==> src/hdl/delta_word_rle_planar_frame_decoder_defines.svh <==
// Assertion macros used by the decoder's store engine (dwrle_back).
`ifndef DELTA_WORD_RLE_PLANAR_FRAME_DECODER_DEFINES_SVH
`define DELTA_WORD_RLE_PLANAR_FRAME_DECODER_DEFINES_SVH
`ifndef ASSERT_OFF
`define DWRLE_ASSERT_IMP(lbl, ante, cons, msg) \
  lbl: assert property (@(posedge clk_i) disable iff (!rst_ni) (ante) |-> (cons)) \
    else $error(msg);
`define DWRLE_ASSERT_NXT(lbl, ante, cons, msg) \
  lbl: assert property (@(posedge clk_i) disable iff (!rst_ni) (ante) |=> (cons)) \
    else $error(msg);
`else
`define DWRLE_ASSERT_IMP(lbl, ante, cons, msg)
`define DWRLE_ASSERT_NXT(lbl, ante, cons, msg)
`endif
`endif

==> src/hdl/dwrle_pkg.sv <==
package dwrle_pkg;

  localparam int PLANES       = 4;
  localparam int LINE_WORDS   = 20;
  localparam int SCREEN_LINES = 200;

  localparam int PLANE_SPAN    = LINE_WORDS * 2;
  localparam int LINE_BYTES    = PLANES * PLANE_SPAN;
  localparam int SCREEN_PIXELS = LINE_WORDS * 16;
  localparam int STORE_BYTES   = SCREEN_LINES * LINE_BYTES;
  localparam int LINE_IDX      = LINE_WORDS * PLANES;
  localparam int SCREEN_WORDS  = SCREEN_LINES * LINE_IDX;

  localparam int AW     = $clog2(STORE_BYTES);
  localparam int IDX_W  = 14;
  localparam int WORD_W = 16;
  localparam int CNT_W  = 15;
  localparam int REM_W  = (LINE_IDX > 1) ? $clog2(LINE_IDX) : 1;
  localparam int COL_W  = (LINE_WORDS > 1) ? $clog2(LINE_WORDS) : 1;
  localparam int PLN_W  = (PLANES > 1) ? $clog2(PLANES) : 1;
  localparam int OFS_W  = $clog2(7 * PLANE_SPAN + 511 * LINE_BYTES + 127 + 3);

  // Exact reciprocals for indexes below 2**IDX_W.
  localparam int RECIP_SH   = 23;
  localparam int RECIP_LINE = (2 ** RECIP_SH + LINE_IDX - 1) / LINE_IDX;
  localparam int RECIP_PLN  = (2 ** RECIP_SH + PLANES - 1) / PLANES;
  localparam int PROD_W     = IDX_W + RECIP_SH + 1;

  localparam int QDEPTH = 4;
  localparam int QPTR_W = $clog2(QDEPTH);

  localparam logic [1:0] OP_START  = 2'd0;
  localparam logic [1:0] OP_STREAM = 2'd1;
  localparam logic [1:0] OP_READ   = 2'd2;

  localparam int CTRL_LIT_BIT = 15;

  typedef enum logic [1:0] {
    CMD_START,
    CMD_PLACE,
    CMD_READ
  } cmd_kind_e;

  typedef struct packed {
    cmd_kind_e          kind;
    logic [WORD_W-1:0]  word;
    logic [CNT_W-1:0]   count;
    logic [IDX_W-1:0]   idx;
    logic [8:0]         box_x;
    logic [7:0]         box_y;
    logic [8:0]         box_w;
    logic [7:0]         box_h;
    logic               xor_mode;
  } cmd_t;

  typedef struct packed {
    logic clearing;
  } back_stat_t;

endpackage

==> src/hdl/dwrle_front.sv <==
module dwrle_front import dwrle_pkg::*; (
  input  logic              clk_i,
  input  logic              rst_ni,
  input  logic              valid_i,
  output logic              ready_o,
  input  logic [1:0]        opcode_i,
  input  logic [WORD_W-1:0] stream_word_i,
  input  logic [IDX_W-1:0]  read_index_i,
  input  logic [8:0]        box_x_i,
  input  logic [7:0]        box_y_i,
  input  logic [8:0]        box_width_i,
  input  logic [7:0]        box_height_i,
  input  logic              xor_mode_i,
  input  back_stat_t        stat_i,
  input  logic              q_full_i,
  output logic              push_o,
  output cmd_t              cmd_o
);

  localparam logic [1:0] PH_CTRL = 2'd0;
  localparam logic [1:0] PH_REP  = 2'd1;
  localparam logic [1:0] PH_LIT  = 2'd2;

  logic [1:0]       phase_q, phase_d;
  logic [CNT_W-1:0] run_q, run_d;
  logic             acc;

  assign ready_o = !q_full_i && !stat_i.clearing;
  assign acc     = valid_i && ready_o;

  always_comb begin
    phase_d       = phase_q;
    run_d         = run_q;
    push_o        = 1'b0;
    cmd_o.kind    = CMD_PLACE;
    cmd_o.word    = stream_word_i;
    cmd_o.count   = run_q;
    cmd_o.idx     = read_index_i;
    cmd_o.box_x   = box_x_i;
    cmd_o.box_y   = box_y_i;
    cmd_o.box_w   = box_width_i;
    cmd_o.box_h   = box_height_i;
    cmd_o.xor_mode = xor_mode_i;
    if (acc) begin
      unique case (opcode_i)
        OP_START: begin
          cmd_o.kind = CMD_START;
          push_o     = 1'b1;
          phase_d    = PH_CTRL;
          run_d      = '0;
        end
        OP_STREAM: begin
          unique case (phase_q)
            PH_REP: begin
              // A zero repeat count places nothing, so nothing is queued.
              push_o  = (run_q != '0);
              phase_d = PH_CTRL;
              run_d   = '0;
            end
            PH_LIT: begin
              cmd_o.count = CNT_W'(1);
              push_o      = 1'b1;
              run_d       = run_q - CNT_W'(1);
              if (run_d == '0) begin
                phase_d = PH_CTRL;
              end
            end
            default: begin
              run_d = stream_word_i[CNT_W-1:0];
              if (stream_word_i[CTRL_LIT_BIT]) begin
                phase_d = (run_d != '0) ? PH_LIT : PH_CTRL;
              end else begin
                phase_d = PH_REP;
              end
            end
          endcase
        end
        OP_READ: begin
          cmd_o.kind = CMD_READ;
          push_o     = 1'b1;
        end
        default: begin
        end
      endcase
    end
  end

  always_ff @(posedge clk_i or negedge rst_ni) begin
    if (!rst_ni) begin
      phase_q <= PH_CTRL;
      run_q   <= '0;
    end else begin
      phase_q <= phase_d;
      run_q   <= run_d;
    end
  end

endmodule

==> config.mk <==
export PLATFORM = sky130hd
export DESIGN_NAME = dwrle_front
export DESIGN_NICKNAME = d
export VERILOG_FILES = /design/src/hdl/delta_word_rle_planar_frame_decoder_defines.svh /design/src/hdl/dwrle_pkg.sv /design/src/hdl/dwrle_front.sv
export SDC_FILE = /design/constraint.sdc
export NUM_CORES = 1
export LEC_CHECK = 0
export BUFFER_PORTS_ARGS = -buffer_cell sky130_fd_sc_hd__buf_2
export CORE_UTILIZATION = 25
export DETAILED_ROUTE_END_ITERATION = 6
export PLACE_DENSITY = 0.54
export RECOVER_POWER = 25
export REMOVE_ABC_BUFFERS = 1
export SLEW_MARGIN = 20
export SYNTH_ARGS = -nofsm -noshare
export SYNTH_HDL_FRONTEND = slang
export SYNTH_SLANG_ARGS = --single-unit
==> constraint.sdc <==
create_clock -name clk_i -period 6.35 [get_ports clk_i]
set_input_delay 0.3175 -clock clk_i [delete_from_list [all_inputs] [get_ports clk_i]]
set_output_delay 0.3175 -clock clk_i [all_outputs]
set_load 0.05 [all_outputs]
==> results.cfg <==
[run]
max-cap-violations = 0

[routing]
avgViaCountPerCell = 5.33
firstDrtPassIters = 4
routed_wl_um = 7520
drt_iter0_drc = 141
wl_per_cell_um = 21.4
drc = 0
vias = 1876
final_antenna_net_count = 0

[synthesis]
avgSynthCellArea_um2 = 7.79
syn_area_um2 = 2070
ys_warn_count = 0
synth_cells = 266
ys.flop_type = dfrtp_1
ys_seq_elements = 17
synth_seq_area_share_pct = 20.5
synth-edff-count = 0
ys_types = 46
synthArstFlopShare_pct = 100

[critical_path]
path_delay_family = simple AND/OR/NAND/NOR gates
slowest_delay_ns = 1.05
cp_num_cells = 6
crit_type = in2out
slowest_stage = nor2_1
crit_path_end_kind = output port
path_max_fanout = 23
reg2reg_depth = 7
crit_arrival_ns = 2.78
crit_path_start_kind = input pin
worst-path-buf-inv = 2
worstPathCellList = buf_2 > nor2_1 > nand3_1 > nor2_1 > nor2b_1 > buf_2
required_ns = 6.03

[clock_network]
clock-sinks = 17
cts_tree = done
cts-resized-gates = 0
htree_num_levels = 1
cts_buffer_depth = 2
cts_setup_buffers = 0
hold_buffers = 0
worstSkewPairLatency_ns = 0.26
cts-root-buf = clkbuf_8
tritoncts.num_buffers = 3
clkTransAtPathRegs_ns = 0.07

[sta]
timing.final.crit_share_pct = 48.9
rsz0062_at_grt = false
max_slew.worst_pin.slew_ns = 1.04
min_period_ns = 3.10
setup_viol = 0
setup_tns_ns = 0
slew_headroom_pct = 30.9
slew_violations = 0
finClkSkew_ns = 0.00384
worst_slack_ns = 3.25
finalHoldViolCount = 0
timing.fmax_ghz = 0.322

[global_route]
grt_antenna_before_repair = 0
grt_pass1_wl_um = 10800
grtUsageTotal_pct = 16.7
grt_max_degree = 24
grt-ovfl-total = 0
grt_pass1_vias = 1719

[power]
vdd_drop_max_mv = 0.128
p_sw_share_pct = 57.6
p_seq_share_pct = 20.3
cellPowerDensity_nw_per_um2 = 545
switching_power_w = 0.000619
leakagePower_nw = 0.907
p_comb_share_pct = 71.5
cell_internal_pwr_w = 0.000457
clkPwrFrac_pct = 8.2

[layout]
syn_to_final_growth_pct = -4.65
diodes = 0
fin_util_pct = 25.0
fillCellCount = 871
final_common_cell = buf_2
final_layout_size_suffix_gt1_share_pct = 27.6
fin_nets = 327
layout_common_cells = buf_2 (56), nor2_1 (23), o21ai_0 (20), dfrtp_1 (17)

[die]
fp-row-count = 32
pin_count = 156
die_w_um = 93.0
coreArea_um2 = 7890
initial_utilization_pct = 26.3
die_h_um = 93.0
die_area_um2 = 8660

[min_path]
hp-class = in2async

[placement]
place_ws_ns = 3.23
gp_congestion = 0.853
hpwlAfterDp_um = 5680
numPortBuffers = 57

[outcome]
status = finished, final reports clean
[routing by layer]
layer	part of all wire [%]	up-vias	GRT usage, %
met1	43	878	22.4
met5	0.81	-	7.05
met4	1.1	2	4.10
li1	-	833	-
met2	39	155	20.6
met3	17	8	11.6
[through the flow]
step	instances	total power, W	hold slack, ns	cell area [um2]
finish	352	0.00108	0.214	1980
global route	352	0.00115	0.284	1980
CTS	352	0.00107	0.00427	1970
detailed placement	348	0.000974	0.285	1930
global placement	348	0.000968	0.280	1930
floorplan	189	0.000777	0.0219	1520
[synthesized netlist by cell type (all sizes together), types with 3 or more instances]
| library cell | n | area share, % |
|---|---|---|
| nand4b | 3 | 1.3 |
| nor3 | 8 | 1.9 |
| a21oi | 4 | 0.97 |
| ha | 4 | 2.4 |
| inv | 7 | 1.3 |
| a32oi | 3 | 1.3 |
| nand3 | 5 | 1.2 |
| xor2 | 6 | 2.5 |
| nor4 | 5 | 2.2 |
| buf | 68 | 25 |
| o21ai | 21 | 5.1 |
| or2 | 3 | 1.0 |
| dfrtp | 17 | 21 |
| nand3b | 4 | 1.4 |
| nor2 | 23 | 4.2 |
| nor3b | 3 | 1.1 |
| nor2b | 16 | 4.8 |
| clkbuf | 9 | 1.6 |
| nand2 | 15 | 2.7 |
| a22oi | 13 | 4.7 |
| nand4 | 3 | 0.91 |
[cell families after synthesis]
| kind of cell | count (synthesis) | share of synthesized area [%] |
|---|---|---|
| XOR/XNOR | 8 | 3.38 |
| AO/OA/AOI/OAI | 56 | 19.1 |
| buffers and inverters | 84 | 28.1 |
| adder cells (fa/ha/maj) | 4 | 2.42 |
| flip-flops | 17 | 20.5 |
| AND/OR/NAND/NOR | 97 | 26.5 |
[state kept, by name, indices dropped and copies added (netlist names)]
name and flops:
phase_q 2, run_q 15
[path summary, 6_finish.rpt]
| kind | startpoint | to | slack (ns) |
|---|---|---|---|
| setup / recovery | q_full_i | cmd_o[57] | 3.25 |
| hold / removal | rst_ni | run_q[10]$_DFFE_PN0P_ | 0.21 |
| setup reg to reg | phase_q[0]$_DFFE_PN0P_ | run_q[6]$_DFFE_PN0P_ | 3.60 |
| hold reg to reg | phase_q[0]$_DFFE_PN0P_ | phase_q[0]$_DFFE_PN0P_ | 0.58 |
| max in group asynchronous | rst_ni | run_q[12]$_DFFE_PN0P_ | 5.51 |
| min in group clk_i | stream_word_i[12] | run_q[12]$_DFFE_PN0P_ | 0.39 |
[cell type report]
cell class	count	area, um2	share of cell area, %
Inverter	7	26.3	1.33
Timing Repair Buffer	57	284	14.4
Clock buffer	4	45.0	2.28
Sequential cell	17	425	21.5
Multi-Input combinational cell	165	1070	54.0
Tap cell	102	128	6.46
[power by group through the flow]
stage | Clock (W) | Sequential [W] | Combinational (W)
2_1_floorplan | 0 | 0.000199 | 0.000578
3_3_place_gp | 0 | 0.000218 | 0.000750
3_5_place_dp | 0 | 0.000220 | 0.000755
4_1_cts | 0.0000878 | 0.000217 | 0.000761
5_1_grt | 0.0000923 | 0.000226 | 0.000834
6_report | 0.0000881 | 0.000219 | 0.000769
No activity file was read; power rests on OpenSTA's default activity.
