==> config.mk <==
export PLATFORM = sky130hd
export DESIGN_NAME = dwrle_fifo
export DESIGN_NICKNAME = d
export VERILOG_FILES = /design/src/hdl/delta_word_rle_planar_frame_decoder_defines.svh /design/src/hdl/dwrle_pkg.sv /design/src/hdl/dwrle_fifo.sv
export SDC_FILE = /design/constraint.sdc
export NUM_CORES = 1
export LEC_CHECK = 0
export CORE_UTILIZATION = 45
export CTS_CLUSTER_SIZE = 25
export DETAILED_ROUTE_END_ITERATION = 8
export DONT_BUFFER_PORTS = 1
export PLACE_DENSITY = 0.57
export SETUP_SLACK_MARGIN = 0.4
export SLEW_MARGIN = 25
export SYNTH_ARGS = -nofsm -noshare
export SYNTH_HDL_FRONTEND = slang
export SYNTH_SLANG_ARGS = --single-unit
==> constraint.sdc <==
create_clock -name clk_i -period 6.7 [get_ports clk_i]
set_input_delay 0.67 -clock clk_i [delete_from_list [all_inputs] [get_ports clk_i]]
set_output_delay 0.67 -clock clk_i [all_outputs]
set_load 0.1 [all_outputs]
==> src/hdl/delta_word_rle_planar_frame_decoder_defines.svh <==
// Assertion macros used by the decoder's store engine (dwrle_back).
`ifndef DELTA_WORD_RLE_PLANAR_FRAME_DECODER_DEFINES_SVH
`define DELTA_WORD_RLE_PLANAR_FRAME_DECODER_DEFINES_SVH
`ifndef ASSERT_OFF
`define DWRLE_ASSERT_IMP(lbl, ante, cons, msg) \
  lbl: assert property (@(posedge clk_i) disable iff (!rst_ni) (ante) |-> (cons)) \
    else $error(msg);
`define DWRLE_ASSERT_NXT(lbl, ante, cons, msg) \
  lbl: assert property (@(posedge clk_i) disable iff (!rst_ni) (ante) |=> (cons)) \
    else $error(msg);
`else
`define DWRLE_ASSERT_IMP(lbl, ante, cons, msg)
`define DWRLE_ASSERT_NXT(lbl, ante, cons, msg)
`endif
`endif

==> src/hdl/dwrle_pkg.sv <==
package dwrle_pkg;

  localparam int PLANES       = 4;
  localparam int LINE_WORDS   = 20;
  localparam int SCREEN_LINES = 200;

  localparam int PLANE_SPAN    = LINE_WORDS * 2;
  localparam int LINE_BYTES    = PLANES * PLANE_SPAN;
  localparam int SCREEN_PIXELS = LINE_WORDS * 16;
  localparam int STORE_BYTES   = SCREEN_LINES * LINE_BYTES;
  localparam int LINE_IDX      = LINE_WORDS * PLANES;
  localparam int SCREEN_WORDS  = SCREEN_LINES * LINE_IDX;

  localparam int AW     = $clog2(STORE_BYTES);
  localparam int IDX_W  = 14;
  localparam int WORD_W = 16;
  localparam int CNT_W  = 15;
  localparam int REM_W  = (LINE_IDX > 1) ? $clog2(LINE_IDX) : 1;
  localparam int COL_W  = (LINE_WORDS > 1) ? $clog2(LINE_WORDS) : 1;
  localparam int PLN_W  = (PLANES > 1) ? $clog2(PLANES) : 1;
  localparam int OFS_W  = $clog2(7 * PLANE_SPAN + 511 * LINE_BYTES + 127 + 3);

  // Exact reciprocals for indexes below 2**IDX_W.
  localparam int RECIP_SH   = 23;
  localparam int RECIP_LINE = (2 ** RECIP_SH + LINE_IDX - 1) / LINE_IDX;
  localparam int RECIP_PLN  = (2 ** RECIP_SH + PLANES - 1) / PLANES;
  localparam int PROD_W     = IDX_W + RECIP_SH + 1;

  localparam int QDEPTH = 4;
  localparam int QPTR_W = $clog2(QDEPTH);

  localparam logic [1:0] OP_START  = 2'd0;
  localparam logic [1:0] OP_STREAM = 2'd1;
  localparam logic [1:0] OP_READ   = 2'd2;

  localparam int CTRL_LIT_BIT = 15;

  typedef enum logic [1:0] {
    CMD_START,
    CMD_PLACE,
    CMD_READ
  } cmd_kind_e;

  typedef struct packed {
    cmd_kind_e          kind;
    logic [WORD_W-1:0]  word;
    logic [CNT_W-1:0]   count;
    logic [IDX_W-1:0]   idx;
    logic [8:0]         box_x;
    logic [7:0]         box_y;
    logic [8:0]         box_w;
    logic [7:0]         box_h;
    logic               xor_mode;
  } cmd_t;

  typedef struct packed {
    logic clearing;
  } back_stat_t;

endpackage

==> src/hdl/dwrle_fifo.sv <==
module dwrle_fifo import dwrle_pkg::*; (
  input  logic clk_i,
  input  logic rst_ni,
  input  logic push_i,
  input  cmd_t cmd_i,
  input  logic pop_i,
  output cmd_t head_o,
  output logic full_o,
  output logic empty_o
);

  cmd_t              slot_q [QDEPTH];
  logic [QPTR_W-1:0] wp_q, rp_q;
  logic [QPTR_W:0]   cnt_q;

  assign full_o  = (cnt_q == (QPTR_W+1)'(QDEPTH));
  assign empty_o = (cnt_q == '0);
  assign head_o  = slot_q[rp_q];

  always_ff @(posedge clk_i) begin
    if (push_i) begin
      slot_q[wp_q] <= cmd_i;
    end
  end

  always_ff @(posedge clk_i or negedge rst_ni) begin
    if (!rst_ni) begin
      wp_q  <= '0;
      rp_q  <= '0;
      cnt_q <= '0;
    end else begin
      if (push_i) begin
        wp_q <= wp_q + QPTR_W'(1);
      end
      if (pop_i) begin
        rp_q <= rp_q + QPTR_W'(1);
      end
      cnt_q <= cnt_q + (QPTR_W+1)'(push_i) - (QPTR_W+1)'(pop_i);
    end
  end

endmodule

==> results.yml, run 1 <==
status:
  status: "completed"
clock_network:
  cts-buffers-inserted: 35
  cts_tree: "done"
  cts.sinks: 335
  cts_htree_levels: 2
  clkLatencyLatePin_ns: 0.49
  max-clock-path-buffers: 3
  cts_root_buf: "clkbuf_16"
  cts-resized-gates: 0
  clk_transition_reported_paths_ns: 0.06
synth:
  ys_seq_elements: 335
  synth_nets: 555
  synthCells: 462
  ys_top_cells_by_area: "edfxtp_1, mux4_2, dfrtp_1, buf_6, ha_1"
  yosys.area.top_type: "edfxtp_1"
  synth_cell_types: 17
  avgSynthCellArea_sq_um: 26.4
  syn_area_sq_um: 12200
  ys_warn_count: 0
  ys_seq_area_share_pct: 82.0
  yosys.area.top_type_share_pct: 80.6
placed_design:
  pre_cts_ws_ns: 3.19
  dpl.hpwl_mm: 12.1
  port_buffers: 0
  gp_congestion: 0.731
critical_path:
  path_max_fanout: 45
  crit_arrival_ns: 3.22
  cp-end-kind: "output port"
  r2r_start: "wp_q[0]"
  reg2reg_to: "slot_q[2][59]"
  reg2reg_slack_ns: 4.39
  worstRegToRegCells: 4
  critPathLaunchType: "flop"
  required_ns: 6.03
  critical_path_class: "flop to output port"
worst_hold_path:
  holdCritStartpoint: "pop_i"
  hp-class: "input pin to flop"
  min_to: "rp_q[0]"
  hold_path_depth: 1
sta:
  fin_setup_tns_ns: 0
  final_hold_viol_count: 0
  fmaxAchievable_mhz: 257
  tightest_slew_ns: 0.975
  period_needed_ns: 3.89
  max_slew_margin_pct: 35.2
  rsz0062_at_grt: "no"
  setup_violations: 0
  fin_ws_ns: 2.81
  slew_viol_final: 0
  finalCritPeriodShare_pct: 58.1
  skew_ns: 0.00589
route:
  via_count: 4744
  avgViaCountPerCell: 5.58
  drt_iter0_drc: 399
  drt_pass1_iterations: 4
  ant_nets: 0
  wl_per_cell_um: 24.5
  routed_wl_mm: 20.8
  drcViolationCount: 0
die:
  initial_core_util_pct: 46.4
  die_h_um: 167
  design.portCount: 170
  die_x_um: 167
  dieArea_sq_um: 27800
  rows: 59
  core_area_sq_um: 26400
global_routing:
  antenna_found_initial: 0
  grt_max_degree: 57
  grt-ovfl-total: 0
  grtUsageTotal_pct: 15.5
  grt_pass1_vias: 5353
  grt_pass1_wl_mm: 32.1
job:
  maxCapViolCount: 0
cells_and_area:
  diodes: 0
  area_growth_pct: 12.5
  layout-drive-gt1-share_pct: 29.3
  nets: 582
-- flip-flops by register name (all words and copies together), names as in the netlist --
register and flops:
wp_q 2, rp_q 2, cnt_q 3, slot_q 328
-- logic make-up after synthesis --
logic type | Yosys count | share of synthesized area, %
adders and majority gates | 7 | 0.778
and+or+nand+nor | 8 | 0.358
xor gates and xnor gates | 5 | 0.358
buffers and inverters | 24 | 1.31
muxes | 82 | 15.1
AOI/OAI and AO/OA | 1 | 0.0409
DFF | 335 | 82.0
-- cell usage in the layout (no fill, tap or decap), drive strengths merged --
| cell type | count |
|---|---|
| edfxtp | 328 |
| mux4 | 82 |
| clkbuf | 46 |
| clkinv | 13 |
| dfrtp | 7 |
| inv | 6 |
| ha | 6 |
| buf | 6 |
| and2 | 4 |
| xnor2 | 3 |
| bufinv | 3 |
| xor2 | 2 |
| nand2 | 2 |
| clkinvlp | 2 |
| nor3 | 1 |
| and3 | 1 |
| o21ai | 1 |
| fa | 1 |
| dlygate4sd3 | 1 |
-- cell type report --
type	instances	area [sq um]
fillers	1971	12600
clock inverters	18	171
well taps	335	419
clock buffers	45	976
inverters	6	22.5
flip-flops and latches	335	10000
multi-input cells	103	2050
repair buffers	8	80.1
-- stage by stage --
step / cells / hold WS (ns) / cell area [sq um] / util (%)
after floorplan: 462 / 0.374 / 12200 / -
after global placement: 786 / 0.375 / 12600 / 47.8
after detailed placement: 786 / 0.375 / 12600 / 47.8
after CTS: 850 / 0.230 / 13800 / 52.2
after global routing: 850 / 0.226 / 13800 / 52.2
final: 850 / 0.250 / 13800 / 52.2
-- synth_stat cells --
cell type / n
edfxtp_1: 328
mux4_2: 82
buf_2: 8
buf_6: 7
dfrtp_1: 7
ha_1: 6
inv_1: 6
and2_1: 4
xnor2_1: 3
buf_4: 2
nand2_1: 2
xor2_1: 2
and3_1: 1
clkbuf_1: 1
fa_1: 1
nor3_1: 1
o21ai_0: 1
-- worst max-delay path: stages, from the launching register on --
cell	delay [ns]
dfrtp_4	0.95
buf_4	0.80
mux4_2	0.88
-- worst max-delay path by stage --
stage                 endpoint  slack, ns  startpoint  cells past startpoint
detailed placement  head_o[34]       3.19     rp_q[0]                      2
global placement    head_o[43]       3.22     rp_q[0]                      2
finish              head_o[48]       2.81     rp_q[0]                      2
global route        head_o[48]       2.51     rp_q[0]                      2
floorplan              empty_o       3.60    cnt_q[1]                      1
CTS                 head_o[34]       2.64     rp_q[0]                      2
-- metal layers --
layer  vias to the layer above  GRT usage [%]  part of all wire, %
li1                       2035              -                    -
met1                      2524           19.3                   40
met2                       150           25.5                   50
met3                        35           5.39                  7.9
met4                         0           4.67                  1.9
met5                         -              0                    0
-- repair_timing --
action	CTS	global route
hold endpoints to repair	7	0
setup buffers	0	0
hold buffers	1	0
Power of run 1 is not shown: default switching activity piles up to over one toggle a cycle in this logic, so the estimate is an artifact.
==> run 2, diff against run 1 <==
Clock period 6.7 ns to 4.1 ns, I/O delays scaled along.
==> run 2 against run 1 <==
  * Clock skew up 0.0083 ns
  * Critical path type unchanged
  * Critical path depth unchanged
  * Utilization up 3.8 points
==> results.yml, run 2 (same netlist as run 1, synthesis figures left out) <==
route:
  drcViolationCount: 0
  drt_pass1_iterations: 4
  avgViaCountPerCell: 5.44
  ant_nets: 0
  via_count: 5110
  highest_layer: "met4"
  wl_met1_mm: 8.69
  routed_wl_mm: 21.4
  routed-wl-met2_mm: 11.1
  drt_iter0_drc: 374
  route.met3.wl_mm: 1.14
  wl_per_cell_um: 22.8
global_routing:
  grt_pass1_vias: 5612
  grt-ovfl-total: 0
  grt_pass1_wl_mm: 32.6
  antenna_found_initial: 0
  grt_max_degree: 58
  grtUsageTotal_pct: 15.7
worst_hold_path:
  hp-class: "input pin to flop"
  hold_path_depth: 2
sta:
  finalCritPeriodShare_pct: 72.7
  rsz0062_at_grt: "no"
  max_slew_margin_pct: 35.1
  tightest_slew_ns: 0.978
  period_needed_ns: 2.98
  fin_setup_tns_ns: 0
  setup_violations: 0
  fmaxAchievable_mhz: 336
  final_hold_viol_count: 0
  slew_viol_final: 0
  skew_ns: 0.0142
placed_design:
  placed_cell_area_sq_um: 12700
  port_buffers: 0
  dpl.hpwl_mm: 12.5
  gp_congestion: 0.708
critical_path:
  worstPathCellList: "buf_4 > mux4_2"
  crit_arrival_ns: 2.57
  max_stage_delay_ns: 0.83
  critical_path_class: "flop to output port"
  path_max_fanout: 26
  crit_buf_inv: 1
  required_ns: 3.69
  crit_family: "multiplexers"
  cp-end-kind: "output port"
  cp_slowest_cell: "mux4_2"
  cp_num_cells: 2
  critPathLaunchType: "flop"
  worstRegToRegCells: 4
die:
  rows: 59
  design.portCount: 170
  dieArea_sq_um: 27800
  die_x_um: 167
  initial_core_util_pct: 46.4
  die_h_um: 167
  core_area_sq_um: 26400
cells_and_area:
  largest-register: "slot_q"
  area_growth_pct: 20.8
  final_common_cell: "edfxtp_1"
  fin_area_sq_um: 14800
  reg_top3: "slot_q: 328 flops, cnt_q: 3 flops"
  nets: 672
  mostFrequentLayoutCells: "edfxtp_1, dlygate4sd3_1, mux4_2"
  fill_cells: 1941
  largest_reg_flops: 328
  diodes: 0
  layout-drive-gt1-share_pct: 25.7
clock_network:
  post-cts-setup-buffers: 0
  cts-buffers-inserted: 34
  clk_transition_reported_paths_ns: 0.06
  cts_htree_levels: 2
  cts.sinks: 335
  cts_root_buf: "clkbuf_16"
  cts_tree: "done"
  clkLatencyLatePin_ns: 0.50
  max-clock-path-buffers: 3
job:
  maxCapViolCount: 0
status:
  status: "completed"
[run 2: worst paths after layout]
check                      startpoint             to  slack (ns)
setup / recovery              rp_q[0]     head_o[69]        1.12
hold / removal                 push_i        wp_q[1]        0.05
setup reg to reg              wp_q[0]  slot_q[0][12]        1.95
hold reg to reg               wp_q[0]        wp_q[0]        0.55
max in group asynchronous      rst_ni        rp_q[0]        3.57
min in group asynchronous      rst_ni       cnt_q[0]        0.25
[run 2: repair_timing]
action | CTS | global route
gates resized for setup | 0 | 0
hold endpoints to repair | 338 | 0
hold buffers | 85 | 0
[run 2: stage by stage]
step,hold WS (ns),worst slack [ns],utilization [%],instances
floorplan,0.114,1.12,-,462
global placement,0.115,1.57,48.1,792
detailed placement,0.115,1.54,48.2,793
CTS,0.0232,1.03,56.0,939
global route,0.0357,0.957,56.0,939
finish,0.0465,1.12,56.0,939
[run 2: layer usage]
metal  vias up  GRT usage, %
met5         -             0
met4         0          4.95
met3        32          3.68
met2       136          27.7
met1      2720          19.2
li1       2222             -
[run 2: final cells by class]
cell class	instances	area, sq um	area share (%)
Clock buffer	42	965	6.54
Clock inverter	19	249	1.69
Inverter	6	22.5	0.153
Multi-Input combinational cell	103	2050	13.9
Sequential cell	335	10000	68.0
Tap cell	335	419	2.84
Timing Repair Buffer	99	1020	6.90
Power of run 2 is left out for the same reason.
==> run 3, diff against run 2 <==
Clock period 4.1 ns to 3 ns, I/O delays scaled along.
==> run 3 against run 2 <==
  * Global-route usage grew 0.21 points
  * Critical path depth did not move
  * Hold slack improved by 0.076 ns
  * Die area is the same
  * Wire length is 0.85% higher
  * Clock skew shrank 0.0023 ns
  * Utilization is 0.18 points lower
  * Highest routed layer unchanged
  * Critical path type unchanged
==> results.yml, run 3 (same netlist as run 1, synthesis figures left out) <==
route:
  route.met3.wl_mm: 1.35
  avgViaCountPerCell: 5.42
  ant_nets: 0
  drt_iter0_drc: 296
  drcViolationCount: 0
  routed_wl_mm: 21.5
  via_count: 5106
  highest_layer: "met4"
  wl_per_cell_um: 22.9
  wl_met1_mm: 8.76
  routed-wl-met2_mm: 11.0
  drt_pass1_iterations: 4
cells_and_area:
  largest_reg_flops: 328
  mostFrequentLayoutCells: "edfxtp_1, dlygate4sd3_1, mux4_2"
  fin_area_sq_um: 14700
  instances_no_fill: 942
  final_common_cell: "edfxtp_1"
  layout-drive-gt1-share_pct: 25.2
  nets: 676
  reg_top3: "slot_q: 328 flops, cnt_q: 3 flops"
  largest-register: "slot_q"
  fill_cells: 1931
  area_growth_pct: 20.4
die:
  die_x_um: 167
  dieArea_sq_um: 27800
  design.portCount: 170
  rows: 59
  initial_core_util_pct: 46.4
  die_h_um: 167
  core_area_sq_um: 26400
critical_path:
  path_max_fanout: 51
  crit_arrival_ns: 2.20
  worstRegToRegCells: 3
  cp-end-kind: "output port"
  critPathLaunchType: "flop"
  r2r_start: "wp_q[0]"
  reg2reg_slack_ns: 1.17
  reg2reg_to: "slot_q[3][78]"
  required_ns: 2.70
  cp-endpoint: "head_o[15]"
  critical_path_class: "flop to output port"
  startpoint: "rp_q[0]"
sta:
  holdWs_ns: 0.123
  skew_ns: 0.0119
  period_needed_ns: 2.50
  max_slew_margin_pct: 33.2
  slew_viol_final: 0
  rsz0062_at_grt: "no"
  tightest_slew_ns: 0.999
  setup_violations: 0
  fin_setup_tns_ns: 0
  fmaxAchievable_mhz: 401
  finalCritPeriodShare_pct: 83.2
  final_hold_viol_count: 0
placed_design:
  gp_congestion: 0.699
  dp.cells: 794
  placed_cell_area_sq_um: 12700
  port_buffers: 0
  dpl.hpwl_mm: 12.3
clock_network:
  clkLatencyLatePin_ns: 0.51
  cts_htree_levels: 2
  cts-buffers-inserted: 36
  cts_tree: "done"
  cts_root_buf: "clkbuf_16"
  clk_transition_reported_paths_ns: 0.06
  cts.sinks: 335
  max-clock-path-buffers: 3
global_routing:
  grt_max_degree: 52
  grt-ovfl-total: 0
  antenna_found_initial: 1
  grtUsageTotal_pct: 15.9
  grt_pass1_vias: 5734
  grt_pass1_wl_mm: 33.2
status:
  status: "completed"
worst_hold_path:
  hp-class: "input pin to asynchronous set/reset pin"
job:
  maxCapViolCount: 0
run 3: cell count changes in the layout (fill, tap and decap cells not counted), moves of 2 or more:
cell	change
buf_12	+4
bufinv_16	-4
clkbuf_1	+3
clkinv_2	+3
clkinvlp_4	-3
buf_4	-2
clkbuf_8	-2
inv_6	+2
run 3: layout make-up:
class | instances | area, sq um | area share, %
Multi-Input combinational cell | 103 | 2060 | 14.0
Tap cell | 335 | 419 | 2.85
Timing Repair Buffer | 101 | 1090 | 7.38
Inverter | 6 | 22.5 | 0.153
Sequential cell | 335 | 10000 | 68.2
Clock inverter | 18 | 143 | 0.970
Antenna cell | 1 | 2.50 | 0.0170
Clock buffer | 43 | 948 | 6.45
run 3: worst max-delay path, cell delays in order (launching register included):
cell and delay (ns):
dfrtp_4 0.45, buf_16 0.35, mux4_2 0.85
run 3: worst min-delay path by stage:
stage / startpoint / to / slack (ns)
6_report: rst_ni / rp_q[0] / 0.12
5_1_grt: rst_ni / rp_q[0] / 0.13
4_1_cts: rst_ni / rp_q[0] / 0.11
3_5_place_dp: rst_ni / cnt_q[0] / 0.005
3_3_place_gp: rst_ni / cnt_q[0] / 0.005
2_1_floorplan: rst_ni / cnt_q[0] / 0.004
run 3: through the flow:
stage | utilization (%) | setup slack [ns]
final | 55.8 | 0.505
after global routing | 55.8 | 0.409
after CTS | 55.8 | 0.426
after detailed placement | 48.3 | 0.931
after global placement | 48.3 | 0.931
after floorplan | - | 0.923
run 3: metal layers:
metal	vias up	GRT usage, %
met1	2685	19.7
met3	38	4.49
met5	-	0
li1	2234	-
met4	0	5.23
met2	149	27.1
run 3: repair_timing:
| action | in CTS | in global routing |
|---|---|---|
| hold endpoints to repair | 340 | 0 |
| hold buffers | 85 | 0 |
| resized for setup | 0 | 1 |
| setup endpoints to repair | 38 | 39 |
| pin swaps | 0 | 0 |
| buffers inserted | 1 | 0 |
Power of run 3 is left out for the same reason.
